## src/tfc_pkg.sv

```systemverilog
package tfc_pkg;

    localparam int unsigned HDR_LEN   = 8;
    localparam int unsigned CRC_LEN   = 4;
    localparam int unsigned CNT_W     = 17;
    localparam logic [CNT_W-1:0] COUNT_MAX = {CNT_W{1'b1}};
    localparam logic [31:0] CRC_INIT  = 32'hFFFF_FFFF;
    localparam logic [31:0] CRC_POLY  = 32'hEDB8_8320;

    localparam int unsigned ADDR_W    = 4;

    localparam logic [31:0] MAGIC_RST   = 32'd0;
    localparam logic [15:0] MAX_VER_RST = 16'd1;
    localparam logic [15:0] MAX_LEN_RST = 16'd1024;

    typedef enum logic [1:0] {
        REG_MAGIC   = 2'd0,
        REG_MAX_VER = 2'd1,
        REG_MAX_LEN = 2'd2
    } reg_idx_t;

    typedef enum logic [2:0] {
        V_GOOD      = 3'd0,
        V_SHORT     = 3'd1,
        V_MAGIC     = 3'd2,
        V_VERSION   = 3'd3,
        V_BODY_LONG = 3'd4,
        V_TRUNC     = 3'd5,
        V_CRC       = 3'd6
    } verdict_t;

    typedef struct packed {
        logic [7:0]  out_byte;
        logic        is_body;
        logic [15:0] body_index;
        logic        done_res;
        verdict_t    verdict;
    } result_t;

    // reflected CRC-32, one byte
    function automatic logic [31:0] crc_byte(input logic [31:0] c, input logic [7:0] b);
        logic [31:0] x;
        x = c ^ {24'd0, b};
        for (int k = 0; k < 8; k++)
        begin
            x = (x >> 1) ^ (CRC_POLY & {32{x[0]}});
        end
        return x;
    endfunction

endpackage

```

## src/telemetry_frame_checker_unit.sv

```systemverilog
// Accepted s_* words are registered into the output register, or into the skid
// register while output stalls. Throughput: one word per cycle while skid is empty;
// this two-entry buffer keeps s_tready high while one result waits on m_tready.
// Reset (rst_n low, asynchronous): frame state cleared, CRC to all ones,
// configuration registers to their defaults, output buffer empty.
module telemetry_frame_checker_unit
    import tfc_pkg::*;
(
    input  logic              clk,
    input  logic              rst_n,
    input  logic              s_tvalid,
    output logic              s_tready,
    input  logic [7:0]        s_tdata,   // [7:0] in_byte
    input  logic              s_tlast,   // in_last
    output logic              m_tvalid,
    input  logic              m_tready,
    output logic [31:0]       m_tdata,   // [7:0] out_byte, [23:8] body_index, [26:24] verdict
    output logic              m_tuser,   // [0] is_body
    output logic              m_tlast,   // done_res
    input  logic              psel,
    input  logic              penable,
    input  logic              pwrite,
    input  logic [ADDR_W-1:0] paddr,
    input  logic [31:0]       pwdata,
    output logic [31:0]       prdata,
    output logic              pready
);

    logic [31:0]      magic_cfg_reg;
    logic [15:0]      max_ver_reg;
    logic [15:0]      max_len_reg;

    logic [CNT_W-1:0] count_reg, count_next;
    logic [31:0]      crc_reg, crc_next;
    logic [31:0]      hmagic_reg, hmagic_next;
    logic [15:0]      hver_reg, hver_next;
    logic [15:0]      hlen_reg, hlen_next;
    logic [31:0]      rcrc_reg, rcrc_next;

    result_t          res;
    result_t          out_reg, skid_reg;
    logic             out_valid_reg, skid_valid_reg;

    logic             accept, pop, cfg_wr;
    reg_idx_t         cfg_idx;
    logic [CNT_W-1:0] off, rel;

    assign pready   = 1'b1;
    assign cfg_wr   = psel & penable & pwrite & pready;
    assign cfg_idx  = reg_idx_t'(paddr[3:2]);

    always_comb
    begin
        case (cfg_idx)
            REG_MAGIC:   prdata = magic_cfg_reg;
            REG_MAX_VER: prdata = {16'd0, max_ver_reg};
            REG_MAX_LEN: prdata = {16'd0, max_len_reg};
            default:     prdata = 32'd0;
        endcase
    end

    assign s_tready = ~skid_valid_reg;
    assign accept   = s_tvalid & s_tready;
    assign pop      = out_valid_reg & m_tready;

    assign off = count_reg - CNT_W'(HDR_LEN);
    assign rel = off - {1'b0, hlen_reg};

    always_comb
    begin
        crc_next    = crc_reg;
        hmagic_next = hmagic_reg;
        hver_next   = hver_reg;
        hlen_next   = hlen_reg;
        rcrc_next   = rcrc_reg;
        res.out_byte   = s_tdata;
        res.is_body    = 1'b0;
        res.body_index = 16'd0;
        res.done_res   = s_tlast;
        res.verdict    = V_GOOD;

        if (count_reg < CNT_W'(4))
        begin
            hmagic_next[8*count_reg[1:0] +: 8] = s_tdata;
            crc_next = crc_byte(crc_reg, s_tdata);
        end
        else if (count_reg < CNT_W'(6))
        begin
            hver_next[8*count_reg[0] +: 8] = s_tdata;
            crc_next = crc_byte(crc_reg, s_tdata);
        end
        else if (count_reg < CNT_W'(HDR_LEN))
        begin
            hlen_next[8*count_reg[0] +: 8] = s_tdata;
            crc_next = crc_byte(crc_reg, s_tdata);
        end
        else if (count_reg < COUNT_MAX)
        begin
            if (off < {1'b0, hlen_reg})
            begin
                res.is_body    = 1'b1;
                res.body_index = off[15:0];
                crc_next = crc_byte(crc_reg, s_tdata);
            end
            else if (rel < CNT_W'(CRC_LEN))
            begin
                rcrc_next[8*rel[1:0] +: 8] = s_tdata;
            end
        end

        count_next = (count_reg < COUNT_MAX) ? count_reg + CNT_W'(1) : count_reg;

        if (s_tlast)
        begin
            if (count_next < CNT_W'(HDR_LEN + CRC_LEN))
                res.verdict = V_SHORT;
            else if (hmagic_next != magic_cfg_reg)
                res.verdict = V_MAGIC;
            else if (hver_next > max_ver_reg)
                res.verdict = V_VERSION;
            else if (hlen_next > max_len_reg)
                res.verdict = V_BODY_LONG;
            else if ({1'b0, count_next} < (18'(HDR_LEN + CRC_LEN) + {2'd0, hlen_next}))
                res.verdict = V_TRUNC;
            else if (~crc_next != rcrc_next)
                res.verdict = V_CRC;
            else
                res.verdict = V_GOOD;

            count_next  = '0;
            crc_next    = CRC_INIT;
            hmagic_next = 32'd0;
            hver_next   = 16'd0;
            hlen_next   = 16'd0;
            rcrc_next   = 32'd0;
        end
    end

    always_ff @(posedge clk or negedge rst_n)
    begin
        if (!rst_n)
        begin
            magic_cfg_reg <= MAGIC_RST;
            max_ver_reg   <= MAX_VER_RST;
            max_len_reg   <= MAX_LEN_RST;
        end
        else if (cfg_wr)
        begin
            case (cfg_idx)
                REG_MAGIC:   magic_cfg_reg <= pwdata;
                REG_MAX_VER: max_ver_reg   <= pwdata[15:0];
                REG_MAX_LEN: max_len_reg   <= pwdata[15:0];
                default:     ;
            endcase
        end
    end

    always_ff @(posedge clk or negedge rst_n)
    begin
        if (!rst_n)
        begin
            count_reg  <= '0;
            crc_reg    <= CRC_INIT;
            hmagic_reg <= 32'd0;
            hver_reg   <= 16'd0;
            hlen_reg   <= 16'd0;
            rcrc_reg   <= 32'd0;
        end
        else if (accept)
        begin
            count_reg  <= count_next;
            crc_reg    <= crc_next;
            hmagic_reg <= hmagic_next;
            hver_reg   <= hver_next;
            hlen_reg   <= hlen_next;
            rcrc_reg   <= rcrc_next;
        end
    end

    // skid_valid_reg blocks accept, so a word only lands in skid when out holds
    always_ff @(posedge clk or negedge rst_n)
    begin
        if (!rst_n)
        begin
            out_valid_reg  <= 1'b0;
            skid_valid_reg <= 1'b0;
        end
        else if (pop || !out_valid_reg)
        begin
            if (skid_valid_reg)
            begin
                out_valid_reg  <= 1'b1;
                skid_valid_reg <= 1'b0;
            end
            else
            begin
                out_valid_reg  <= accept;
            end
        end
        else if (accept)
        begin
            skid_valid_reg <= 1'b1;
        end
    end

    always_ff @(posedge clk)
    begin
        if (pop || !out_valid_reg)
        begin
            if (skid_valid_reg)
                out_reg <= skid_reg;
            else if (accept)
                out_reg <= res;
        end
        else if (accept)
        begin
            skid_reg <= res;
        end
    end

    assign m_tvalid = out_valid_reg;
    assign m_tdata  = {5'd0, out_reg.verdict, out_reg.body_index, out_reg.out_byte};
    assign m_tuser  = out_reg.is_body;
    assign m_tlast  = out_reg.done_res;

endmodule

```

## config.mk

```make
export PLATFORM = sky130hd
export DESIGN_NAME = telemetry_frame_checker_unit
export DESIGN_NICKNAME = d
export VERILOG_FILES = /design/src/tfc_pkg.sv /design/src/telemetry_frame_checker_unit.sv
export SDC_FILE = /design/constraint.sdc
export NUM_CORES = 1
export LEC_CHECK = 0
export BUFFER_PORTS_ARGS = -buffer_cell sky130_fd_sc_hd__buf_2
export CAP_MARGIN = 25
export CELL_PAD_IN_SITES_DETAIL_PLACEMENT = 1
export CELL_PAD_IN_SITES_GLOBAL_PLACEMENT = 2
export CORE_UTILIZATION = 41
export CTS_BUF_LIST = sky130_fd_sc_hd__clkbuf_2
export CTS_CLUSTER_SIZE = 30
export DETAILED_ROUTE_END_ITERATION = 16
export PLACE_DENSITY_LB_ADDON = 0.1
export SYNTH_ARGS = -nofsm -noshare
export SYNTH_HDL_FRONTEND = slang
export SYNTH_SLANG_ARGS = --single-unit
```

## constraint.sdc

```tcl
create_clock -name clk -period 8.75 [get_ports clk]
set_clock_uncertainty 0.15 [all_clocks]
set_input_delay 1.3125 -clock clk [delete_from_list [all_inputs] [get_ports clk]]
set_output_delay 1.3125 -clock clk [all_outputs]
set_load 0.05 [all_outputs]
```

==> results of run 1 <==
==> area by class of cell <==
cell class                      instances  area (sq um)
Fill cell                            4786         22070
Multi-Input combinational cell       1287          9400
Sequential cell                       269          7064
Timing Repair Buffer                  140         798.3
Tap cell                              532         665.6
Clock buffer                          123         615.6
Inverter                               96         360.3
Clock inverter                         19         125.1
Antenna cell                            4         10.01
==> stage by stage <==
step	power (mW)	setup WS (ns)	area, sq um	util [%]	instances
2_1_floorplan	3.491	3.278	17230	-	1752
3_3_place_gp	4.155	2.027	18260	44.41	2322
3_5_place_dp	4.203	2.021	18260	44.41	2322
4_1_cts	5.246	1.953	19000	46.21	2464
5_1_grt	5.550	1.332	19040	46.31	2470
6_report	5.212	1.942	19040	46.31	2470
==> worst paths after layout <==
kind	startpoint	end	slack (ns)
worst max-delay path	count_reg[8]	m_tdata[26]	1.94
worst min-delay path	rst_n	count_reg[11]	0.08
worst max register to register	count_reg[8]	m_tdata[26]	1.94
worst min register to register	hver_reg[0]	hver_reg[0]	0.34
max in group asynchronous	rst_n	magic_cfg_reg[27]	6.98
min in group clk	hver_reg[0]	hver_reg[0]	0.34
==> cells in the mapped netlist, types with 8 or more instances <==
library cell  number  area, sq um
o21ai_0          106        530.5
o21a_1            13        97.59
nor3_1            13        65.06
nand2_1          177        664.4
dfrtp_1          177         4429
buf_4              9        67.56
ha_1              79        988.5
clkbuf_1          79        296.5
a31oi_1            8        50.05
o31ai_1           21        157.7
and2_1            27        168.9
mux2_2            69        777.0
a21oi_1           70        350.3
o22ai_1           22        137.6
nor4_1            13        81.33
nand4_1           28        175.2
o21ai_1            8        40.04
a21o_1            20        150.1
xnor2_1          138         1209
a22o_1            84        735.7
inv_1             95        356.6
nor2_1            73        274.0
xor2_1            37        324.1
o22a_1            26        227.7
nand3_1           23        115.1
dfstp_2           34        893.4
nor2b_1           14        87.58
and3_1            44        275.3
mux2i_1           64        640.6
edfxtp_1          58         1742
and4_1             9        78.83
==> metal layers <==
layer | track usage, % | share of wire [%] | vias to the layer above
li1 | - | - | 6592
met1 | 37.09 | 47 | 7120
met2 | 42.89 | 47 | 299
met3 | 4.490 | 4.1 | 102
met4 | 8.238 | 2.5 | 0
met5 | 0 | 0 | -
==> kinds of logic (layout without fill, tap and decap cells) <==
logic type | count (synthesis) | in the layout | synth area share, %
AND/OR/NAND/NOR | 458 | 458 | 13.47
AO/OA/AOI/OAI | 430 | 430 | 17.28
flip-flops | 269 | 269 | 41.04
buffers and inverters | 196 | 378 | 4.710
XOR/XNOR | 178 | 178 | 9.188
multiplexers | 135 | 135 | 8.410
adder cells (fa/ha/maj) | 80 | 80 | 5.859
other | 2 | 10 | 0.04363
==> critical path, cell delays in order (launching register included) <==
cell and delay [ns]:
dfrtp_1 0.49, nor4_4 0.36, nand2_2 0.15, or4_1 0.44, xor2_1 0.26, inv_1 0.08
ha_1 0.34, a21oi_1 0.19, o21ai_0 0.16, a21oi_1 0.19, nand3_1 0.15, o21bai_4 0.77
buf_4 0.48, mux2_2 0.42, xnor2_1 0.13, a2111oi_0 0.43, nand3_1 0.19, a2111oi_2 0.58
nand3_1 0.20, a32o_1 0.30
==> power by group <==
| group | internal [mW] | switching [mW] | leakage, nW |
|---|---|---|---|
| Clock | 0.427 | 0.589 | 0.571 |
| Sequential | 1.49 | 0.157 | 3.27 |
| Combinational | 0.999 | 1.56 | 4.88 |
| Total | 2.91 | 2.30 | 8.72 |
==> results.md, run 1 <==
- Die height: 206.9 um
- Largest net degree at the start of global routing: 81
- Static leakage: 8.716 nW
- Status: complete, but fails checks
- CTS tree: built
- Area grow syn2layout: 10.61%
- Share of cells above drive strength 1: 20.79%
- Full die area: 42,810 sq um
- Post-DRT Antenna Nets: 0
- Root Buffer: clkbuf_2
- Clock tree buffer depth: 3
- Worst Path Arrival: 7.39 ns
- RSZ-0062 raised after global routing: no
- Maxcap violations: 0
- Number of global-route vias before repair: 14,250
- Most frequent cells in the layout: 177 x nand2_1, 177 x dfrtp_1, 138 x xnor2_1
- Crit start category: flip-flop
- Final HPWL DP: 40,620 um
- Syn_area_per_cell: 9.847 sq um
- All-Layer GR Usage: 26.84%
- Initial Util: 41.87%
- Worst-Skew Late Latency: 1.06 ns
- Final max-slew violation count: 0
- Fmax: 0.1469 GHz
- Cell Area, Synth: 17,210 sq um
- Worst Tran Pin Value: 1.055 ns
- CTS buffer count: 78
- Max VDD drop: 0.1723 mV
- Synth Flop Type: dfrtp_1
- Cell Pwr Density: 273.7 nW/um^2
- Max_slew headroom: 29.05%
- Crit path max fanout: 31
- Post-CTS setup buffer count: 0
- CTS Hold Buffers Added: 0
- Yosys warning count: 0
- First-pass GRT wire length: 86,280 um
- DRT Pass-1 Iters: 11
- R2R depth: 19
- GR Overflow Total: 0
- Synthesized instance count: 1,748
- Violated checks: DRC
- Period minus WS final: 6.808 ns
- Clock sink count: 269
- Worst hold slack: 0.08319 ns
- RD Place Congestion: 0.8614
- Final Setup Violations: 0
- Worst Setup End Kind: flip-flop
- Io pins: 121
- #FFs+latches synth: 269
- Hold WC Path Type: input pin to async pin
- Number of synthesized flops with an enable pin: 58
- Iter 0 DRT Violations: 771
- DR vias: 14,110
- WL per Instance: 22.76 um
- Unique masters post-synth: 89
- WL final: 56,220 um
- Fraction of registers with async set or reset after synthesis: 78.44%
- # resized after CTS: 0
- Final TNS setup: 0 ns
- Final period utilization: 77.80%
- Hold Vio Cnt, Final: 0
- CTS clk-pin slew, worst paths: 0.10 ns
- Core Rows: 74
- H-tree Lvls: 3
- IO Port Bufs: 112
- Nets: 2,004
- Sequential area share after synthesis: 41.04%
- Initial antenna violation count: 2
- Core ar.: 41,110 sq um
- Kind of critical path: flip-flop to flip-flop
- Vias per cell: 5.714
- DRC viols: 7
- Critical Path RT: 9.33 ns
- Die Wd: 206.9 um
Note: power is estimated with default switching activity, not from simulation.
==> run 2, diff against run 1 <==
==> constraint.sdc (replaced) <==
create_clock -name clk -period 6.65 [get_ports clk]
set_clock_uncertainty 0.15 [all_clocks]
set_input_delay 0.9975 -clock clk [delete_from_list [all_inputs] [get_ports clk]]
set_output_delay 0.9975 -clock clk [all_outputs]
set_load 0.05 [all_outputs]
==> results.md, run 2 (synthesized netlist as in run 1, its figures left out) <==
- Status: complete, but fails checks
- Violated checks: DRC
- WP buf/inv: 2 (unchanged)
- Final std cells w/o fill: 2,503 (+1.3%)
- Io pins: 121 (unchanged)
- M1 WL: 26,860 um (+2.5%)
- Worst Path Arrival: 6.70 ns (-0.69 ns)
- Max VDD drop: 0.1899 mV (+10%)
- All-Layer GR Usage: 27.34% (+0.49 points)
- Critical Path RT: 7.22 ns (-2.11 ns)
- Max stage delay on crit path: 0.53 ns (-0.24 ns)
- Kind of critical path: flip-flop to flip-flop
- GR Overflow Total: 0 (unchanged)
- Final HPWL DP: 41,900 um (+3.1%)
- RD Place Congestion: 0.8897 (+3.3%)
- Final period utilization: 92.19% (+14 points)
- Cell family with most CP delay: simple AND/OR/NAND/NOR gates
- Most frequent cells in the layout: 177 x nand2_1, 177 x dfrtp_1, 138 x xnor2_1
- Cell Pwr Density: 357.5 nW/um^2 (+31%)
- Met2 Wirelength: 26,390 um (+0.25%)
- Logic pwr share: 49.8% (+0.8 points)
- Max_slew headroom: 25.87% (-3.2 points)
- Area grow syn2layout: 12.15%
- CTS clk-pin slew, worst paths: 0.10 ns (about the same)
- Final Setup Violations: 0 (unchanged)
- Worst Setup End Kind: flip-flop
- Maxcap violations: 0 (unchanged)
- Full die area: 42,810 sq um (unchanged)
- First-pass GRT wire length: 87,690 um (+1.6%)
- Placed insts: 2,348 (+1.1%)
- CTS buffer count: 78 (unchanged)
- Share of cells above drive strength 1: 22.03% (+1.2 points)
- Die Wd: 206.9 um (unchanged)
- Hold Vio Cnt, Final: 0 (unchanged)
- WL final: 57,400 um (+2.1%)
- Top sig layer: met4
- H-tree Lvls: 3 (unchanged)
- Worst Tran Pin Value: 1.104 ns (+0.04902 ns)
- Initial antenna violation count: 4 (+2)
- Most frequent CP cell: mux2i_1
- Hold WC Path Type: input pin to flip-flop
- Static leakage: 8.884 nW (+1.9%)
- DRT Pass-1 Iters: 11 (unchanged)
- Met3 routed WL: 2617 um (+15%)
- Sequential power share: 31.2% (-0.3 points)
- Cell chain of the critical path: nor4_4 > nand2_2 > or4_1 > xor2_1 > inv_1 > ha_1 > a21oi_1 > o21ai_0 > a21oi_1 > nand3_1 > o21bai_4 > buf_12 > mux2i_1 > mux2i_1 > or4_1 > mux2i_1 > and4_1 > nor4b_2 > nand3_1 > a32o_1
- Post-DRT Antenna Nets: 0 (unchanged)
- Iter 0 DRT Violations: 709 (-8.0%)
- Worst-Skew Late Latency: 1.00 ns (-0.06 ns)
- CTS tree: built
- DR vias: 14,260 (+1.1%)
- Final TNS setup: 0 ns (unchanged)
- Period minus WS final: 6.130 ns (-0.6774 ns)
- Die height: 206.9 um (unchanged)
- NetSw: 3.079 mW (+34%)
- CP max stage cell: or4_1
- Root Buffer: clkbuf_2
- P_int: 3.822 mW (+31%)
- Core ar.: 41,110 sq um (unchanged)
- Fmax: 0.1631 GHz (+11%)
- Core Rows: 74 (unchanged)
- Net Sw Frac: 44.61% (+0.47 points)
- Clock tree buffer depth: 3 (unchanged)
- Crit path max fanout: 23 (-26%)
- Number of global-route vias before repair: 14,650 (+2.8%)
- Initial Util: 41.87% (unchanged)
- Vias per cell: 5.699 (-0.26%)
- Largest net degree at the start of global routing: 109 (+35%)
- DRC viols: 7 (unchanged)
- # resized after CTS: 0 (unchanged)
- Clock sink count: 269 (unchanged)
- Crit start category: flip-flop
- Final max-slew violation count: 0 (unchanged)
- IO Port Bufs: 112 (unchanged)
- RSZ-0062 raised after global routing: no
- WL per Instance: 22.93 um (+0.76%)
- Clock power share: 18.9% (-0.6 points)
- Nets: 2,038 (+1.7%)
-- run 2: worst paths after layout --
path	start	end	slack (ns)	cells after the start
min in group asynchronous	rst_n	count_reg[9]	0.51	2
max in group asynchronous	rst_n	magic_cfg_reg[28]	4.44	3
min reg2reg	hver_reg[0]	hver_reg[0]	0.34	2
max reg2reg	count_reg[7]	m_tdata[26]	0.52	20
min	pwdata[31]	magic_cfg_reg[31]	0.11	2
max	count_reg[7]	m_tdata[26]	0.52	20
-- run 2: layout make-up --
cell class	count	area, sq um
antenna	1	2.502
clock buffer	124	620.6
clock inverter	20	105.1
fill	4755	21810
inverter	96	360.3
multi-input combinational	1287	9400
sequential	269	7064
tap	532	665.6
timing repair buffer	174	1085
-- run 2: what timing repair did --
item,in CTS,in global routing
setup endpoints to repair,0,2
hold buffers,5,0
hold endpoints to repair,105,0
setup buffers,0,4
-- run 2: metal layers --
layer / vias to the layer above / GRT usage [%]
met5: - / 0
met4: 0 / 9.958
met3: 85 / 4.521
met2: 331 / 43.19
met1: 7204 / 37.61
li1: 6644 / -
-- run 2: through the flow --
| stage | utilization [%] | hold slack (ns) | worst slack (ns) | total power [mW] | instance area, sq um |
|---|---|---|---|---|---|
| final | 46.96 | 0.1129 | 0.5195 | 6.901 | 19300 |
| after global routing | 46.96 | 0.04155 | 0.03973 | 7.336 | 19300 |
| after CTS | 46.81 | 0.001782 | 0.3347 | 6.949 | 19240 |
| after detailed placement | 44.92 | 0.3217 | 0.3660 | 5.601 | 18470 |
| after global placement | 44.90 | 0.3138 | 0.4586 | 5.545 | 18460 |
| after floorplan | - | 0.2992 | 1.178 | 4.594 | 17230 |
-- run 2: worst register-to-register path: stages (launching register included) --
cell	delay (ns)
dfrtp_1	0.51
nor4_4	0.35
nand2_2	0.16
or4_1	0.44
xor2_1	0.29
inv_1	0.08
ha_1	0.34
a21oi_1	0.20
o21ai_0	0.18
a21oi_1	0.19
nand3_1	0.15
o21bai_4	0.39
buf_12	0.26
mux2i_1	0.38
mux2i_1	0.12
or4_1	0.53
mux2i_1	0.21
and4_1	0.20
nor4b_2	0.30
nand3_1	0.16
a32o_1	0.29
-- run 2: power groups by stage --
stage	Clock [mW]	Combinational, mW	Sequential, mW
floorplan	0	2.43	2.17
global placement	0	3.37	2.18
detailed placement	0	3.41	2.19
CTS	1.36	3.44	2.15
global route	1.43	3.73	2.18
finish	1.31	3.44	2.16
